==> src/rtl/gbc_pkg.sv <==
// Shared types, tables and round functions of the GOST 128-bit block cipher core.
`timescale 1ns / 1ps
`default_nettype none
package gbc_pkg;

   typedef logic [127:0] blk_type;
   typedef blk_type [9:0] rkeys_type;
   typedef logic [7:0] sbox_type [256];
   typedef blk_type kconst_type [32];
   typedef logic [7:0] coef_type [16];

   localparam int KeyWords = 4;
   localparam int CsrIndexWidth = 8;

   // Register indexes of the configuration port
   localparam logic [CsrIndexWidth-1:0] CSR_KEY_WORD0 = 8'd0;
   localparam logic [CsrIndexWidth-1:0] CSR_KEY_WORD1 = 8'd1;
   localparam logic [CsrIndexWidth-1:0] CSR_KEY_WORD2 = 8'd2;
   localparam logic [CsrIndexWidth-1:0] CSR_KEY_WORD3 = 8'd3;

   // Operation codes carried in tuser
   localparam logic OP_ENCRYPT = 1'b0;
   localparam logic OP_DECRYPT = 1'b1;

   localparam sbox_type SBOX = '{
      8'd252, 8'd238, 8'd221, 8'd17, 8'd207, 8'd110, 8'd49, 8'd22, 8'd251, 8'd196, 8'd250,
      8'd218, 8'd35, 8'd197, 8'd4, 8'd77, 8'd233, 8'd119, 8'd240, 8'd219, 8'd147, 8'd46,
      8'd153, 8'd186, 8'd23, 8'd54, 8'd241, 8'd187, 8'd20, 8'd205, 8'd95, 8'd193, 8'd249,
      8'd24, 8'd101, 8'd90, 8'd226, 8'd92, 8'd239, 8'd33, 8'd129, 8'd28, 8'd60, 8'd66,
      8'd139, 8'd1, 8'd142, 8'd79, 8'd5, 8'd132, 8'd2, 8'd174, 8'd227, 8'd106, 8'd143,
      8'd160, 8'd6, 8'd11, 8'd237, 8'd152, 8'd127, 8'd212, 8'd211, 8'd31, 8'd235, 8'd52,
      8'd44, 8'd81, 8'd234, 8'd200, 8'd72, 8'd171, 8'd242, 8'd42, 8'd104, 8'd162, 8'd253,
      8'd58, 8'd206, 8'd204, 8'd181, 8'd112, 8'd14, 8'd86, 8'd8, 8'd12, 8'd118, 8'd18,
      8'd191, 8'd114, 8'd19, 8'd71, 8'd156, 8'd183, 8'd93, 8'd135, 8'd21, 8'd161, 8'd150,
      8'd41, 8'd16, 8'd123, 8'd154, 8'd199, 8'd243, 8'd145, 8'd120, 8'd111, 8'd157,
      8'd158, 8'd178, 8'd177, 8'd50, 8'd117, 8'd25, 8'd61, 8'd255, 8'd53, 8'd138, 8'd126,
      8'd109, 8'd84, 8'd198, 8'd128, 8'd195, 8'd189, 8'd13, 8'd87, 8'd223, 8'd245, 8'd36,
      8'd169, 8'd62, 8'd168, 8'd67, 8'd201, 8'd215, 8'd121, 8'd214, 8'd246, 8'd124,
      8'd34, 8'd185, 8'd3, 8'd224, 8'd15, 8'd236, 8'd222, 8'd122, 8'd148, 8'd176, 8'd188,
      8'd220, 8'd232, 8'd40, 8'd80, 8'd78, 8'd51, 8'd10, 8'd74, 8'd167, 8'd151, 8'd96,
      8'd115, 8'd30, 8'd0, 8'd98, 8'd68, 8'd26, 8'd184, 8'd56, 8'd130, 8'd100, 8'd159,
      8'd38, 8'd65, 8'd173, 8'd69, 8'd70, 8'd146, 8'd39, 8'd94, 8'd85, 8'd47, 8'd140,
      8'd163, 8'd165, 8'd125, 8'd105, 8'd213, 8'd149, 8'd59, 8'd7, 8'd88, 8'd179, 8'd64,
      8'd134, 8'd172, 8'd29, 8'd247, 8'd48, 8'd55, 8'd107, 8'd228, 8'd136, 8'd217, 8'd231,
      8'd137, 8'd225, 8'd27, 8'd131, 8'd73, 8'd76, 8'd63, 8'd248, 8'd254, 8'd141, 8'd83,
      8'd170, 8'd144, 8'd202, 8'd216, 8'd133, 8'd97, 8'd32, 8'd113, 8'd103, 8'd164, 8'd45,
      8'd43, 8'd9, 8'd91, 8'd203, 8'd155, 8'd37, 8'd208, 8'd190, 8'd229, 8'd108, 8'd82,
      8'd89, 8'd166, 8'd116, 8'd210, 8'd230, 8'd244, 8'd180, 8'd192, 8'd209, 8'd102,
      8'd175, 8'd194, 8'd57, 8'd75, 8'd99, 8'd182
   };

   localparam coef_type LCOEF = '{
      8'd1, 8'd148, 8'd32, 8'd133, 8'd16, 8'd194, 8'd192, 8'd1,
      8'd251, 8'd1, 8'd192, 8'd194, 8'd16, 8'd133, 8'd32, 8'd148
   };

   // Multiply in GF(2^8), polynomial x^8+x^7+x^6+x+1
   function automatic logic [7:0] gf_mul(input logic [7:0] a, input logic [7:0] b);
      logic [7:0] r;
      logic [7:0] aa;
      r = 8'd0;
      aa = a;
      for (int i = 0; i < 8; i++) begin
         if (b[i]) r = r ^ aa;
         aa = aa[7] ? ((aa << 1) ^ 8'hC3) : (aa << 1);
      end
      return r;
   endfunction

   // One LFSR step of the linear layer: new top byte, the rest shifts down
   function automatic blk_type lstep_fwd(input blk_type x);
      logic [7:0] s;
      s = 8'd0;
      for (int k = 0; k < 16; k++) s = s ^ gf_mul(LCOEF[k], x[8*k +: 8]);
      return {s, x[127:8]};
   endfunction

   // Inverse LFSR step: new bottom byte, the rest shifts up
   function automatic blk_type lstep_inv(input blk_type x);
      logic [7:0] s;
      s = x[127:120];
      for (int k = 0; k < 15; k++) s = s ^ gf_mul(LCOEF[k+1], x[8*k +: 8]);
      return {x[119:0], s};
   endfunction

   // Half of the linear layer (eight steps)
   function automatic blk_type half_fwd(input blk_type x);
      blk_type t;
      t = x;
      for (int i = 0; i < 8; i++) t = lstep_fwd(t);
      return t;
   endfunction

   function automatic blk_type half_inv(input blk_type x);
      blk_type t;
      t = x;
      for (int i = 0; i < 8; i++) t = lstep_inv(t);
      return t;
   endfunction

   function automatic sbox_type gen_sinv();
      sbox_type t;
      for (int i = 0; i < 256; i++) t[SBOX[i]] = i[7:0];
      return t;
   endfunction

   localparam sbox_type SINV = gen_sinv();

   function automatic blk_type sub_fwd(input blk_type x);
      blk_type t;
      for (int k = 0; k < 16; k++) t[8*k +: 8] = SBOX[x[8*k +: 8]];
      return t;
   endfunction

   function automatic blk_type sub_inv(input blk_type x);
      blk_type t;
      for (int k = 0; k < 16; k++) t[8*k +: 8] = SINV[x[8*k +: 8]];
      return t;
   endfunction

   // Key schedule constants C_i = L(i), i = 1..32, built at elaboration
   function automatic kconst_type gen_key_const();
      kconst_type c;
      blk_type t;
      for (int i = 0; i < 32; i++) begin
         t = '0;
         t[7:0] = 8'(i + 1);
         for (int s = 0; s < 16; s++) t = lstep_fwd(t);
         c[i] = t;
      end
      return c;
   endfunction

   localparam kconst_type KEY_CONST = gen_key_const();

endpackage
`default_nettype wire

==> src/rtl/gbc_cell.sv <==
// Half-round cell of the cipher chain: one register stage with bubble-collapsing handshake.
`timescale 1ns / 1ps
`default_nettype none
module gbc_cell #(
   parameter bit SECOND = 1'b0
) (
   input  wire logic            clock,
   input  wire logic            reset,
   input  wire logic            in_valid,
   output logic                 in_ready,
   input  wire logic            in_op,
   input  wire gbc_pkg::blk_type in_data,
   input  wire gbc_pkg::blk_type round_key,
   output logic                 out_valid,
   input  wire logic            out_ready,
   output logic                 out_op,
   output gbc_pkg::blk_type     out_data
);
   import gbc_pkg::*;

   logic    valid_ff, valid_in;
   logic    op_ff;
   blk_type data_ff, data_in;

   // stage takes a new request when empty or when its content moves on
   assign in_ready = !valid_ff || out_ready;
   assign valid_in = in_ready ? in_valid : valid_ff;

   // first half: key + S then half of L (enc) / half of L^-1 (dec)
   // second half: rest of L (enc) / rest of L^-1, S^-1, key (dec)
   always_comb begin
      if (!SECOND) begin
         if (in_op == OP_DECRYPT) data_in = half_inv(in_data);
         else                     data_in = half_fwd(sub_fwd(in_data ^ round_key));
      end else begin
         if (in_op == OP_DECRYPT) data_in = sub_inv(half_inv(in_data)) ^ round_key;
         else                     data_in = half_fwd(in_data);
      end
   end

   always_ff @(posedge clock) begin
      if (reset) begin
         valid_ff <= 1'b0;
      end else begin
         valid_ff <= valid_in;
      end
   end

   always_ff @(posedge clock) begin
      if (in_ready && in_valid) begin
         op_ff   <= in_op;
         data_ff <= data_in;
      end
   end

   assign out_valid = valid_ff;
   assign out_op    = op_ff;
   assign out_data  = data_ff;

endmodule
`default_nettype wire

==> config.mk <==
export PLATFORM = sky130hd
export DESIGN_NAME = gbc_cell
export DESIGN_NICKNAME = d
export VERILOG_FILES = /design/src/rtl/gbc_pkg.sv /design/src/rtl/gbc_cell.sv
export SDC_FILE = /design/constraint.sdc
export NUM_CORES = 2
export LEC_CHECK = 0
export BUFFER_PORTS_ARGS = -buffer_cell sky130_fd_sc_hd__buf_2
export CORE_MARGIN = 1.5
export CORE_UTILIZATION = 25
export DETAILED_ROUTE_END_ITERATION = 8
export PLACE_DENSITY_LB_ADDON = 0.1
export SYNTH_ARGS = -nofsm -noshare
export SYNTH_HDL_FRONTEND = slang
export SYNTH_SLANG_ARGS = --single-unit
==> constraint.sdc <==
create_clock -name clock -period 13.1 [get_ports clock]
set_clock_uncertainty 0.1 [all_clocks]
set_input_delay 1.965 -clock clock [delete_from_list [all_inputs] [get_ports clock]]
set_output_delay 1.965 -clock clock [all_outputs]
set_load 0.03 [all_outputs]
==> results.py <==
metrics = {
    "status": {
        "status": "finished, violations left",
        "violations": "max-capacitance violations, max-slew violations",
    },
    "synthesis": {
        "synth_cells": 12309,
        "synth_top_family_by_area": "XOR/XNOR gates",
        "synth_top_area_share_pct": 18.96,
        "synth_mux_area_share_pct": 3.105,
        "synth_area_leaders": "xnor2_1 19%, xnor3_1 11%, xor2_1 6.0%, nand2_1 4.1%, edfxtp_1 4.1%",
        "async_flop_share_pct": 0,
        "synth_ff_type": "edfxtp_1",
        "synth_xor_area_share_pct": 39.44,
        "synth.largest_area_cell": "xnor2_1",
        "ys_seq_area_share_pct": 4.074,
        "synth-seq-cells": 130,
        "postSynthAreaPerCell_um2": 7.764,
        "synth_compound_area_share_pct": 28.45,
        "synth_nets": 12869,
        "yosys_warnings": 0,
        "yosysUniqueCellTypes": 134,
        "synth_area_um2": 95570,
        "synthAdderAreaFrac_pct": 3.962,
        "synth-simple-area-share_pct": 14.41,
        "synth_edf_count": 129,
    },
    "clock_tree": {
        "htreeDepth": 4,
        "numClockSinks": 130,
        "clockBufferDepth": 2,
        "cts_tree": "done",
        "clock-root-buffer": "clkbuf_16",
        "clock_latency_ns": 0.47,
        "clk_pin_slew_ns": 0.07,
        "cts_setup_buffers": 0,
        "cts_buffers": 17,
    },
    "layout": {
        "area_growth_pct": 20.50,
        "drive_above_1_share_pct": 20.43,
        "multi_input_comb_area_um2": 87230,
        "finalInstanceArea_um2": 115200,
        "layout_common_cells": "2019 x xnor2_1, 1700 x buf_4, 1036 x nand2_1",
        "fin_nets": 13839,
        "fill_cells": 41400,
        "regArea_um2": 3894,
        "layout_commonest_cell": "xnor2_1",
    },
    "timing": {
        "relSlewSlack_pct": -4.404,
        "fin_crit_ns": 12.98,
        "grt_setup_unrepaired": "false",
        "worstMarginPinSlew_ns": 1.555,
        "setup_tns_ns": 0,
        "hold_viol_final": 0,
        "max_freq_mhz": 77.05,
        "finalCritPeriodShare_pct": 99.07,
        "timing.hold.ws_ns": 0.4366,
        "maxSlewViolCount": 7,
        "setup_violations": 0,
    },
    "routing": {
        "wl_per_cell_um": 40.58,
        "vias": 115045,
        "drcViolationCount": 0,
        "dr.pass1.iters": 6,
        "dr.first_iter.drc_count": 19135,
        "drtAntennaViolNets": 0,
        "finalWirelength_um": 743500,
        "via_per_inst": 6.279,
    },
    "placement": {
        "routabilityCongestion": 1.034,
        "dp_hpwl_um": 596200,
        "port_buffers": 391,
        "dpl_cell_area_um2": 114500,
    },
    "worst_setup_path": {
        "worstSetupEndpointType": "flop",
        "cp-start-kind": "input pin",
        "reg2reg_from": "out_valid$_SDFFE_PP0N_",
        "crit_arrival_ns": 13.11,
        "crit_path_max_fanout": 15,
        "crit_required_ns": 13.23,
        "path_delay_family": "XOR/XNOR gates",
        "worstSetupStartpoint": "in_data[73]",
        "worstPathBufferInverterCount": 7,
        "slowest_stage": "xnor2_1",
        "slowest_delay_ns": 0.72,
        "path_class": "input pin to flop",
    },
    "die": {
        "fp.dieW_um": 621.3,
        "die_area_um2": 386000,
        "ios": 392,
        "core_area_um2": 379800,
        "row_count": 226,
        "die_h_um": 621.3,
        "start_util_pct": 25.17,
    },
    "grt": {
        "grtUsageTotal_pct": 36.56,
        "antenna_found_initial": 49,
        "grt_pass1_vias": 108476,
        "grt_max_degree": 88,
        "grt_pass1_wl_um": 994000,
        "grt_overflow": 0,
    },
    "min_path": {
        "hold_path_class": "flop to flop",
        "hold_start": "out_valid$_SDFFE_PP0N_",
    },
    "flow_run": {
        "drv_cap": 2,
    },
}
-- layer usage --
layer | wire length [um] | part of all wire (%) | track usage, % | vias to the layer above
li1 | - | - | - | 47500
met1 | 308400 | 41 | 49.12 | 57773
met2 | 319500 | 43 | 56.27 | 8343
met3 | 72170 | 9.7 | 6.924 | 1403
met4 | 43240 | 5.8 | 16.79 | 26
met5 | 174 | 0.023 | 0 | -
-- worst paths after layout --
| path | endpoint | slack [ns] | cells past startpoint |
|---|---|---|---|
| hold reg to reg | out_valid$_SDFFE_PP0N_ | 0.44 | 2 |
| setup reg to reg | out_data[74]$_DFFE_PP_ | 10.37 | 4 |
| hold / removal | out_valid$_SDFFE_PP0N_ | 0.44 | 2 |
| setup / recovery | out_data[124]$_DFFE_PP_ | 0.12 | 32 |
-- worst reg2reg max path, stage by stage, from the launching register on --
cell and delay (ns):
dfxtp_1 0.32, nand2b_1 0.11, and2_4 0.14, buf_4 0.71, buf_4 0.85
-- Yosys cell counts, types with 43 or more instances --
master	instances
a2111oi_0	91
a211o_1	59
a211oi_1	249
a21oi_1	724
a221oi_1	189
a22oi_1	43
a311oi_1	133
a31oi_1	218
a32oi_1	64
buf_1	113
buf_2	472
buf_4	116
clkbuf_1	516
edfxtp_1	129
ha_1	293
inv_1	80
mux2i_1	150
mux4_2	44
nand2_1	1036
nand2b_1	44
nand3_1	322
nand4_1	65
nor2_1	973
nor3_1	403
nor4_1	52
o2111ai_1	66
o211ai_1	235
o21ai_0	688
o221ai_1	137
o22ai_1	83
o311a_1	50
o311ai_0	178
o31ai_1	117
or3_1	49
xnor2_1	2069
xnor3_1	449
xor2_1	652
xor2_2	52
xor3_1	58
-- registers in the layout (all words and copies together) (netlist names) --
name	count
out_op	1
out_valid	1
out_data	128
-- cells by family (layout without fill, tap and decap cells) --
group	Yosys count	in the layout
AOI/OAI and AO/OA	3818	3818
xor gates and xnor gates	3355	3355
muxes	235	235
DFF	130	130
other	0	15
adders and majority gates	299	299
buffers and inverters	1358	2341
and+or+nand+nor	3114	3114
-- final cells by class --
class	instances	share of cell area, %
antenna	15	0.03259
tap	5016	5.450
multi-input combinational	10821	75.75
clock inverter	15	0.1662
inverter	122	0.3987
sequential	130	3.381
clock buffer	17	0.3694
timing repair buffer	2187	14.46
-- stage by stage --
| stage | instances | utilization (%) | setup slack [ns] |
|---|---|---|---|
| floorplan | 12309 | - | 0.4980 |
| global placement | 18276 | 30.15 | -0.3770 |
| detailed placement | 18276 | 30.15 | -0.2660 |
| CTS | 18308 | 30.31 | 0.2170 |
| global route | 18314 | 30.32 | 0.04684 |
| finish | 18323 | 30.33 | 0.1216 |
-- repair_timing --
action / in CTS / in global routing
hold buffers: 0 / 0
setup endpoints to repair: 0 / 5
gates resized for setup: 0 / 3
Power is not shown: default switching activity piles up to over one toggle a cycle in this logic, so the estimate is an artifact.
